===== src/hdl/vqrc_pkg.sv =====
// Shared constants for the video QP rate controller.
package vqrc_pkg;

   // Field widths
   localparam int QP_W      = 6;
   localparam int RATE_W    = 16;
   localparam int TIME_W    = 32;
   localparam int CSR_IDX_W = 2;
   localparam int CSR_DAT_W = 16;

   // Configuration register indexes
   localparam logic [CSR_IDX_W-1:0] CSR_MIN_QP      = 2'd0;
   localparam logic [CSR_IDX_W-1:0] CSR_MAX_QP      = 2'd1;
   localparam logic [CSR_IDX_W-1:0] CSR_MAX_BITRATE = 2'd2;

   // Reset values of the configuration registers and the quantizer
   localparam logic [QP_W-1:0]   MIN_QP_RST      = 6'd28;
   localparam logic [QP_W-1:0]   MAX_QP_RST      = 6'd36;
   localparam logic [RATE_W-1:0] MAX_BITRATE_RST = 16'd439;

   // Target is max_bitrate * 875 / 1000, which is exactly max_bitrate * 7 / 8
   localparam int TGT_PROD_W = 19;
   localparam logic [TGT_PROD_W-1:0] TGT_MUL = 19'd7;
   localparam int TGT_SHIFT = 3;

   // Offset is min(target / 10, 128); target / 10 exceeds 128 from this value on
   localparam logic [RATE_W-1:0] OFS_SAT_FROM = 16'd1290;
   localparam logic [7:0]        OFS_CAP      = 8'd128;
   localparam int OFS_IN_W   = 11;
   localparam int OFS_PROD_W = 27;
   localparam logic [OFS_PROD_W-1:0] RECIP10 = 27'd52429;
   localparam int RECIP10_SHIFT = 19;

   // Under-target threshold: rate * 100 < target * 75
   localparam int LIM_W = 23;
   localparam logic [LIM_W-1:0] PCT_FULL  = 23'd100;
   localparam logic [LIM_W-1:0] PCT_UNDER = 23'd75;

   // Hold-off intervals in milliseconds
   localparam logic [TIME_W-1:0] DEC_INTERVAL = 32'd500;
   localparam logic [TIME_W-1:0] OVF_HOLDOFF  = 32'd2000;

   // Cycles for the derived thresholds to settle after a register change
   localparam logic [1:0] SETTLE_CYCLES = 2'd2;

endpackage


===== src/hdl/video_qp_rate_controller.sv =====
// Top level of the video QP rate controller: one QP decision per frame request.
//
// Each request (timestamp in ms, measured bitrate in kbps) yields one response with
// the quantizer for the frame and an encode/skip flag. A request enters an input
// register and its decision is formed by a single pass of compare and clamp logic
// into the response register once that register is free, so one request is taken per
// cycle while the response side keeps up. A configuration write to a known index
// recentres the quantizer, and any write retimes the registered target thresholds,
// which keeps req_ready low while they settle after the write and after reset.
module video_qp_rate_controller (
   input  logic                           clock,
   input  logic                           reset,
   input  logic                           req_valid,
   output logic                           req_ready,
   input  logic [vqrc_pkg::TIME_W-1:0]    req_timestamp_ms,
   input  logic [vqrc_pkg::RATE_W-1:0]    req_measured_bitrate,
   output logic                           rsp_valid,
   input  logic                           rsp_ready,
   output logic [vqrc_pkg::QP_W-1:0]      rsp_quantizer,
   output logic                           rsp_encode_frame,
   input  logic                           csr_valid,
   output logic                           csr_ready,
   input  logic [vqrc_pkg::CSR_IDX_W-1:0] csr_index,
   input  logic [vqrc_pkg::CSR_DAT_W-1:0] csr_data
);
   import vqrc_pkg::*;

   // Configuration and derived thresholds
   logic [QP_W-1:0]   min_qp_ff, min_qp_in;
   logic [QP_W-1:0]   max_qp_ff, max_qp_in;
   logic [RATE_W-1:0] max_bitrate_ff, max_bitrate_in;
   logic [RATE_W-1:0] target_ff, target_in;
   logic [7:0]        offset_ff, offset_in;
   logic [LIM_W-1:0]  limit_ff, limit_in;
   logic [1:0]        settle_ff, settle_in;
   logic              csr_we;
   logic              csr_hit;
   logic [QP_W:0]     recentre_sum;

   // Controller state
   logic [QP_W-1:0]   qp_ff, qp_in;
   logic [TIME_W-1:0] last_ovf_ff, last_ovf_in;
   logic [TIME_W-1:0] last_dec_ff, last_dec_in;

   // Input stage
   logic              in_valid_ff, in_valid_in;
   logic [TIME_W-1:0] in_ts_ff;
   logic [RATE_W-1:0] in_rate_ff;

   // Result stage
   logic              rsp_valid_ff, rsp_valid_in;
   logic [QP_W-1:0]   rsp_qp_ff;
   logic              rsp_enc_ff;

   // Decision logic
   logic              advance, fire, req_fire;
   logic              over, under, dec_ok;
   logic [LIM_W-1:0]  rate_pct;
   logic [RATE_W:0]   rate_plus_ofs;
   logic [TIME_W-1:0] since_dec, since_ovf;
   logic [QP_W:0]     qp_plus;
   logic [QP_W-1:0]   qp_inc, qp_mid, qp_under, qp_next;
   logic              enc_next;
   logic [OFS_PROD_W-1:0] ofs_prod;

   assign csr_ready = 1'b1;
   assign csr_we    = csr_valid;

   assign advance   = !rsp_valid_ff || rsp_ready;
   assign fire      = in_valid_ff && advance;
   assign req_ready = (settle_ff == 2'd0) && (!in_valid_ff || advance);
   assign req_fire  = req_valid && req_ready;

   // Derive thresholds from the registers: target first, then offset and limit from the registered target
   always_comb begin
      target_in = RATE_W'((TGT_PROD_W'(max_bitrate_ff) * TGT_MUL) >> TGT_SHIFT);
      ofs_prod  = (OFS_PROD_W'(target_ff[OFS_IN_W-1:0]) * RECIP10) >> RECIP10_SHIFT;
      offset_in = (target_ff >= OFS_SAT_FROM) ? OFS_CAP : ofs_prod[7:0];
      limit_in  = LIM_W'(target_ff) * PCT_UNDER;
   end

   // Decode configuration writes; any known index recentres the quantizer
   always_comb begin
      min_qp_in      = min_qp_ff;
      max_qp_in      = max_qp_ff;
      max_bitrate_in = max_bitrate_ff;
      csr_hit        = 1'b1;
      unique case (csr_index)
         CSR_MIN_QP:      min_qp_in      = csr_data[QP_W-1:0];
         CSR_MAX_QP:      max_qp_in      = csr_data[QP_W-1:0];
         CSR_MAX_BITRATE: max_bitrate_in = csr_data[RATE_W-1:0];
         default:         csr_hit        = 1'b0;
      endcase
      recentre_sum = (QP_W+1)'(min_qp_in) + (QP_W+1)'(max_qp_in);
      if (csr_we) begin
         settle_in = SETTLE_CYCLES;
      end else if (settle_ff != 2'd0) begin
         settle_in = settle_ff - 2'd1;
      end else begin
         settle_in = settle_ff;
      end
   end

   // Form the quantizer decision for the item in the input stage
   always_comb begin
      over          = in_rate_ff > target_ff;
      rate_pct      = LIM_W'(in_rate_ff) * PCT_FULL;
      under         = rate_pct < limit_ff;
      rate_plus_ofs = (RATE_W+1)'(in_rate_ff) + (RATE_W+1)'(offset_ff);
      since_dec     = in_ts_ff - last_dec_ff;
      since_ovf     = in_ts_ff - last_ovf_ff;
      dec_ok        = (rate_plus_ofs < (RATE_W+1)'(target_ff)) &&
                      (since_dec >= DEC_INTERVAL) && (since_ovf >= OVF_HOLDOFF);

      qp_plus  = (QP_W+1)'(qp_ff) + (QP_W+1)'(1);
      qp_inc   = (qp_plus > (QP_W+1)'(max_qp_ff)) ? max_qp_ff : qp_plus[QP_W-1:0];
      if (dec_ok && qp_ff != '0) begin
         qp_mid = qp_ff - QP_W'(1);
      end else begin
         qp_mid = qp_ff;
      end
      qp_under = (qp_mid < min_qp_ff) ? min_qp_ff : qp_mid;

      qp_next     = qp_ff;
      enc_next    = 1'b1;
      last_ovf_in = last_ovf_ff;
      last_dec_in = last_dec_ff;
      if (over && qp_ff == max_qp_ff) begin
         enc_next    = 1'b0;
         last_ovf_in = in_ts_ff;
      end else if (over) begin
         qp_next     = qp_inc;
         last_ovf_in = in_ts_ff;
      end else if (under) begin
         qp_next = qp_under;
         if (dec_ok) begin
            last_dec_in = in_ts_ff;
         end
      end

      if (csr_we && csr_hit) begin
         qp_in = recentre_sum[QP_W:1];
      end else if (fire) begin
         qp_in = qp_next;
      end else begin
         qp_in = qp_ff;
      end

      in_valid_in  = req_fire || (in_valid_ff && !advance);
      rsp_valid_in = fire || (rsp_valid_ff && !rsp_ready);
   end

   // Control and state registers
   always_ff @(posedge clock) begin
      if (reset) begin
         min_qp_ff      <= MIN_QP_RST;
         max_qp_ff      <= MAX_QP_RST;
         max_bitrate_ff <= MAX_BITRATE_RST;
         settle_ff      <= SETTLE_CYCLES;
         qp_ff          <= MIN_QP_RST;
         last_ovf_ff    <= '0;
         last_dec_ff    <= '0;
         in_valid_ff    <= 1'b0;
         rsp_valid_ff   <= 1'b0;
      end else begin
         if (csr_we) begin
            min_qp_ff      <= min_qp_in;
            max_qp_ff      <= max_qp_in;
            max_bitrate_ff <= max_bitrate_in;
         end
         settle_ff <= settle_in;
         qp_ff     <= qp_in;
         if (fire) begin
            last_ovf_ff <= last_ovf_in;
            last_dec_ff <= last_dec_in;
         end
         in_valid_ff  <= in_valid_in;
         rsp_valid_ff <= rsp_valid_in;
      end
   end

   // Payload registers: thresholds, input stage and result stage
   always_ff @(posedge clock) begin
      target_ff <= target_in;
      offset_ff <= offset_in;
      limit_ff  <= limit_in;
      if (req_fire) begin
         in_ts_ff   <= req_timestamp_ms;
         in_rate_ff <= req_measured_bitrate;
      end
      if (fire) begin
         rsp_qp_ff  <= qp_next;
         rsp_enc_ff <= enc_next;
      end
   end

   assign rsp_valid        = rsp_valid_ff;
   assign rsp_quantizer    = rsp_qp_ff;
   assign rsp_encode_frame = rsp_enc_ff;

   // A skipped frame always reports the ceiling quantizer
   assert property (@(posedge clock) disable iff (reset)
      rsp_valid && !rsp_encode_frame |-> rsp_quantizer == max_qp_ff)
      else $error("skip response with quantizer below max_qp");

   // No request is taken right after a configuration write
   assert property (@(posedge clock) disable iff (reset)
      csr_valid && csr_ready |=> !req_ready)
      else $error("request accepted while thresholds settle");

   // The quantizer moves only on a decision or a configuration write
   assert property (@(posedge clock) disable iff (reset)
      !fire && !csr_we |=> $stable(qp_ff))
      else $error("quantizer changed without a transaction");

   // An input item waiting on a full result stage is kept
   assert property (@(posedge clock) disable iff (reset)
      in_valid_ff && !advance |=> in_valid_ff)
      else $error("input item dropped under backpressure");

endmodule


===== config.mk =====
export PLATFORM = sky130hd
export DESIGN_NAME = video_qp_rate_controller
export DESIGN_NICKNAME = d
export VERILOG_FILES = /design/src/hdl/vqrc_pkg.sv /design/src/hdl/video_qp_rate_controller.sv
export SDC_FILE = /design/constraint.sdc
export NUM_CORES = 1
export LEC_CHECK = 0
export ABC_AREA = 1
export BUFFER_PORTS_ARGS = -buffer_cell sky130_fd_sc_hd__buf_2
export CAP_MARGIN = 20
export CORE_MARGIN = 2
export CORE_UTILIZATION = 45
export DETAILED_ROUTE_END_ITERATION = 16
export PLACE_DENSITY = 0.62
export SETUP_SLACK_MARGIN = 0.3
export SLEW_MARGIN = 10
export SYNTH_ARGS = -nofsm -noshare
export SYNTH_HDL_FRONTEND = slang
export SYNTH_SLANG_ARGS = --single-unit

===== constraint.sdc =====
create_clock -name clock -period 5.9 [get_ports clock]
set_input_delay 1.77 -clock clock [delete_from_list [all_inputs] [get_ports clock]]
set_output_delay 1.77 -clock clock [all_outputs]
set_load 0.05 [all_outputs]

# --- Word-level counts from Yosys, hierarchy flattened ---
# Index checks and enable logic that the tools add are counted.
word_totals:
  wordCells: 83
  input_bits: 71
  out_inout_bits: 10
  reg_bits: 204
op_classes:
  n_eq_ne: 3
  multipliers: 4
  bitwise_logic: 2
  magnitude_cmp: 8
  muxes: 14
  add_sub_neg: 7
  n_reduce_logical: 29
op_table:
  columns: ["op", "count"]
  rows:
  - ["32-bit 2-to-1 mux", 2]
  - ["32-bit subtractor", 2]
  - ["6-bit 2-to-1 mux", 10]
  - ["32-bit by 11-bit greater-or-equal comparator with 1-bit output, second input constant", 1]
  - ["32-bit by 9-bit greater-or-equal comparator with 1-bit output, second input constant", 1]
  - ["11-bit by 16-bit multiplier with 27-bit output, second input constant", 1]
  - ["23-bit < comparator", 1]
  - ["16-bit by 7-bit multiplier with 23-bit output, second input constant", 1]
  - ["16-bit by 5-bit multiplier with 21-bit output, second input constant", 1]
  - ["16-bit by 3-bit multiplier with 19-bit output, second input constant", 1]
  - ["16-bit by 8-bit adder with 17-bit output", 1]
  - ["17-bit by 16-bit < comparator with 1-bit output", 1]
  - ["16-bit by 11-bit greater-or-equal comparator with 1-bit output, second input constant", 1]
  - ["16-bit > comparator", 1]
  - ["1-bit logical AND", 10]
  - ["6-bit by 1-bit adder with 7-bit output, second input constant", 1]
  - ["6-bit by 6-bit adder with 7-bit output", 1]
  - ["7-bit by 6-bit > comparator with 1-bit output", 1]
  - ["6-bit == test", 1]
  - ["6-bit < comparator", 1]
  - ["2-bit nonzero test", 3]
  - ["6-bit nonzero test", 1]
  - ["6-bit by 1-bit subtractor with 6-bit output, second input constant", 1]
  - ["5-bit AND reduction", 1]
  - ["11 further kinds", 21]

# --- Depth between registers and ports, before layout ---
logic_depth:
  depth_word: 13
  depth_mapped: 38

# --- Worst setup path before layout ---
# No wires, ideal clock.
synth_path:
  path_kind: "register to register"
  start: "register in_rate_ff[2]"
  end: "register last_dec_ff[23]"
  synth_period_minus_slack_ps: 5610
  n_path_buf: 1
  path_stages_with_launch: 35
  t_arrival_ps: 5482
  slack_ps: 290
  cell_sequence: "edfxtp_1 ha_1 ha_1 inv_1 fa_1 inv_1 ha_1 nand3_1 nand2_1 a21oi_1 o21ai_0 a21oi_1 o21bai_1 a21oi_1 o21bai_1 a21oi_1 o21bai_1 nand2_1 nand2_1 a21oi_1 nor2_1 nor2_1 nor2_1 nor2_1 xor2_1 ha_1 nand2_1 nor2_1 a2111oi_0 nand3_1 nor3_1 nand3_1 clkbuf_1 o21ai_0 a21oi_1"
synth_via:
  elab_chain_cells: 5
synth_lines:
  columns: ["item", "line_no", "rtl"]
  rows:
  - ["start: declaration", "video_qp_rate_controller.sv:48", "logic [RATE_W-1:0] in_rate_ff;"]
  - ["start signal: assignment", "video_qp_rate_controller.sv:189", "in_rate_ff <= req_measured_bitrate;"]
  - ["parallel branches: the longest is 4 deep, another holds 23-bit < comparator", null, null]
  - ["5-bit AND reduction (no source line) *", null, null]
  - ["end signal: assignment", "video_qp_rate_controller.sv:175", "last_dec_ff <= last_dec_in;"]
  - ["end: declaration", "video_qp_rate_controller.sv:43", "logic [TIME_W-1:0] last_dec_ff, last_dec_in;"]
# Every way passes the cells marked *.
# A chain may end at the register's enable or synchronous reset.

# --- Worst setup path in the final report ---
layout_path:
  start: "register in_rate_ff[3]"
  end: "register last_dec_ff[13]"
# Same word-level chain as after synthesis.

==> metrics.md <==
| Metric | Value |
|---|---|
| Reg2Reg Depth | `31` |
| GR Util met2 | `39.2%` |
| Gr usage total | `22.6%` |
| Compound-Gate Fraction of Synth Area | `11.6%` |
| Synthesis-to-finish area growth | `13.7%` |
| Crit path max-delay family | `adder cells` |
| DIE AREA | `0.0480 mm^2` |
| Vias in the first global route | `18.0k` |
| # fillers | `4420` |
| Final total power | `14600 uW` |
| Post-synthesis cell area | `0.0208 mm^2` |
| Worst path depth | `31` |
| Die Wd | `219 um` |
| Post-synth top area share | `20.7%` |
| Endpoint class of the critical path | `register` |
| Clock Skew | `0.0240 ns` |
| Grt ovf | `0` |
| Status | `finished clean` |
| Post-Syn Instances | `2876` |
| Post-synthesis mux area share | `0%` |
| Ant diodes | `0` |
| Drc violations | `0` |
| Max H-tree Level | `1` |
| Final Cycle Share | `97.2%` |
| Top-count cell post-synth | `inv_1` |
| Warnings from Yosys | `0` |
| Worst Path Required | `6.40 ns` |
| Placed cell area | `0.0220 mm^2` |
| Root Buffer Master | `clkbuf_16` |
| Post-route cell area | `0.0237 mm^2` |
| Crit path top cell by count | `nor2_1` |
| Pre-Repair DR Iteration Count | `5` |
| First-pass GRT wire length | `88.3 mm` |
| Leakage | `0.0124 uW` |
| Largest family of logic cells by synthesized area | `adder cells` |
| Flops & latches, synth | `204` |
| Final GP Congestion | `0.887` |
| DP HPWL | `43.3 mm` |
| Std-Cell Rows | `78` |
| Final min period | `5.73 ns` |
| Worst Path Arrival | `6.24 ns` |
| Fin. Hold Viols | `0` |
| Setup violators final | `0` |
| Clock-pin transition on the worst setup and hold timing paths | `0.06 ns` |
| Post-Synth Simple-Gate Area | `20.8%` |
| Power density over the cells | `619 mW/mm^2` |
| Max-slew violation count | `0` |
| Slowest CP cell | `fa_1` |
| Drt wl/cell | `14.9 um` |
| Input/output buffers | `79` |
| Synth area leaders | `ha_1 21%, dfxtp_1 14%, inv_1 11%, nand2_1 11%, fa_1 8.9%` |
| Clk Latency, worst-skew pair | `0.57 ns` |
| CP Class | `register to register` |
| Worst Tran Pin Value | `0.906 ns` |
| CP peak stage delay | `0.51 ns` |
| Die height | `219 um` |
| Post-synth EDFFs | `55` |
| Syn_area_per_cell | `7.24 um^2` |
| Worst min-delay path class | `register to register` |
| Synth Area in Adders | `29.5%` |
| Remaining antenna violation count | `0` |
| Busiest grt layer | `met2` |
| Seq/Total Area, Yosys | `22.3%` |
| Pin count of the biggest net entering global routing | `63` |
| Antenna violations before repair | `0` |
| Routed vias | `18.4k` |
| Detailed Route WL | `54.1 mm` |
| Synthesized netlist net count | `3383` |
| Hold Crit Depth | `2` |
| Cts bufs inserted | `26` |
| Largest area contributor in the netlist | `ha_1` |
| XOR/XNOR Fraction of Synth Area | `3.58%` |
| Max cap viols | `0` |
| Met3 usage | `2.27%` |
| Io pins | `81` |
| CTS tree | `yes` |
| Clk buf depth | `3` |
| Peak supply drop | `1060 uV` |
| Ys flop type | `dfxtp_1` |
| Synth cell types | `53` |
| Area occupied by multi-input gates | `0.0140 mm^2` |
| Initial Util | `45.8%` |
| Max Clk Rate | `174 MHz` |
| Final #Nets | `3514` |
| DR vias/cell | `5.06` |
| Worst path bufs/invs | `7` |
| DRT iter0 DRCs | `1026` |
| Register area | `0.00463 mm^2` |
| Asr flop ratio synth | `0%` |
| Share of layout cells above drive strength 1 | `9.85%` |
| Clock Sinks | `204` |
| Worst-path fanout max | `8` |
| Top cells by count, synth | `636 x inv_1, 633 x nand2_1, 344 x ha_1` |
| Core area | `0.0455 mm^2` |
| Met1 usage | `30.6%` |
| Slew margin rel. | `39.4%` |
| CP Launch Type | `register` |
| RSZ-0062 raised after global routing | `yes` |
[layer usage]
layer	share of wire, %	vias up
li1	-	9435
met1	48	8537
met2	47	326
met3	3.6	63
met4	2.1	0
met5	0	-
[final timing paths]
| kind | start | to | slack [ns] |
|---|---|---|---|
| max | in_rate_ff[3]$_DFFE_PP_ | last_dec_ff[13]$_SDFFE_PP0P_ | 0.17 |
| min reg2reg | last_ovf_ff[17]$_SDFFE_PP0P_ | last_ovf_ff[17]$_SDFFE_PP0P_ | 0.46 |
| max reg2reg | in_rate_ff[3]$_DFFE_PP_ | last_dec_ff[13]$_SDFFE_PP0P_ | 0.17 |
| min | last_ovf_ff[17]$_SDFFE_PP0P_ | last_ovf_ff[17]$_SDFFE_PP0P_ | 0.46 |
[worst reg2reg max path: cells and delay by family (launching register included)]
kind,cells,cell delay (ns)
adders and majority gates,5,1.69
AOI/OAI and AO/OA,9,1.51
and+or+nand+nor,9,0.98
buffers and inverters,7,0.94
DFF,1,0.41
xor gates and xnor gates,1,0.12
[state kept, by name, indices dropped and copies added, names as in the netlist]
register          count
limit_ff             23
rsp_valid             1
in_valid_ff           1
target_ff            16
in_rate_ff           16
rsp_encode_frame      1
last_dec_ff          32
max_bitrate_ff       16
settle_ff             2
max_qp_ff             6
min_qp_ff             6
qp_ff                 6
in_ts_ff             32
last_ovf_ff          32
offset_ff             8
rsp_quantizer         6
[cells by family after synthesis]
kind of cell	after synthesis
compound gates	440
xor+xnor	85
fa+ha+maj	436
buf+inv	674
flops	204
other cells	1
simple gates	1036
[cells in the final DEF (no fill, tap or decap), types with 6 or more instances in the layout]
cell | Yosys | routed
a21oi_1 | 215 | 172
buf_2 | 0 | 79
nand4_1 | 30 | 30
nor2_1 | 181 | 178
xnor2_1 | 21 | 20
fa_1 | 92 | 92
o21ai_1 | 7 | 18
dfxtp_1 | 149 | 149
nand2_1 | 633 | 629
nand3b_1 | 16 | 16
nand3_1 | 121 | 118
o21a_1 | 6 | 6
nand2_2 | 8 | 12
xor2_1 | 64 | 63
o21ai_2 | 2 | 23
o22ai_1 | 13 | 13
a211oi_1 | 9 | 9
o211ai_1 | 8 | 8
o21bai_1 | 15 | 15
inv_2 | 3 | 6
a21oi_2 | 1 | 43
edfxtp_1 | 55 | 55
inv_1 | 636 | 632
clkbuf_1 | 33 | 10
o21ai_0 | 138 | 106
clkbuf_16 | 0 | 31
nor3_1 | 14 | 12
nor2_2 | 10 | 12
buf_4 | 1 | 48
ha_1 | 344 | 341
[repair_timing]
item                       CTS  global route
pin swaps                   28            35
hold buffers                 0             0
cloned                       2             3
hold endpoints to repair     0             0
setup endpoints to repair   44            44
buffers inserted            22             6
resized for setup           42            90
[final cells by class]
cell class / instances / area share (%)
multi-input combinational: 1998 / 59.3
sequential: 204 / 19.6
inverter: 640 / 10.2
timing repair buffer: 137 / 4.07
clock buffer: 41 / 3.29
tap: 600 / 3.17
clock inverter: 6 / 0.381
[report_power, final]
group | switching, uW | internal (uW)
clock | 648 | 954
sequential | 171 | 1720
combinational | 6490 | 4660
total | 7310 | 7330
[stage by stage]
stage	hold WS [ns]	util [%]	setup TNS (ns)	worst slack, ns	instances
final	0.459	52.0	0	0.167	3626
after global routing	0.482	52.0	-8.53	-0.243	3626
after CTS	0.456	51.1	0	0.257	3617
after detailed placement	0.448	48.5	-9.48	-0.314	3546
after global placement	0.440	48.5	-4.59	-0.146	3546
after floorplan	0.428	-	0	0.302	2876
No activity file was read; power rests on OpenSTA's default activity.
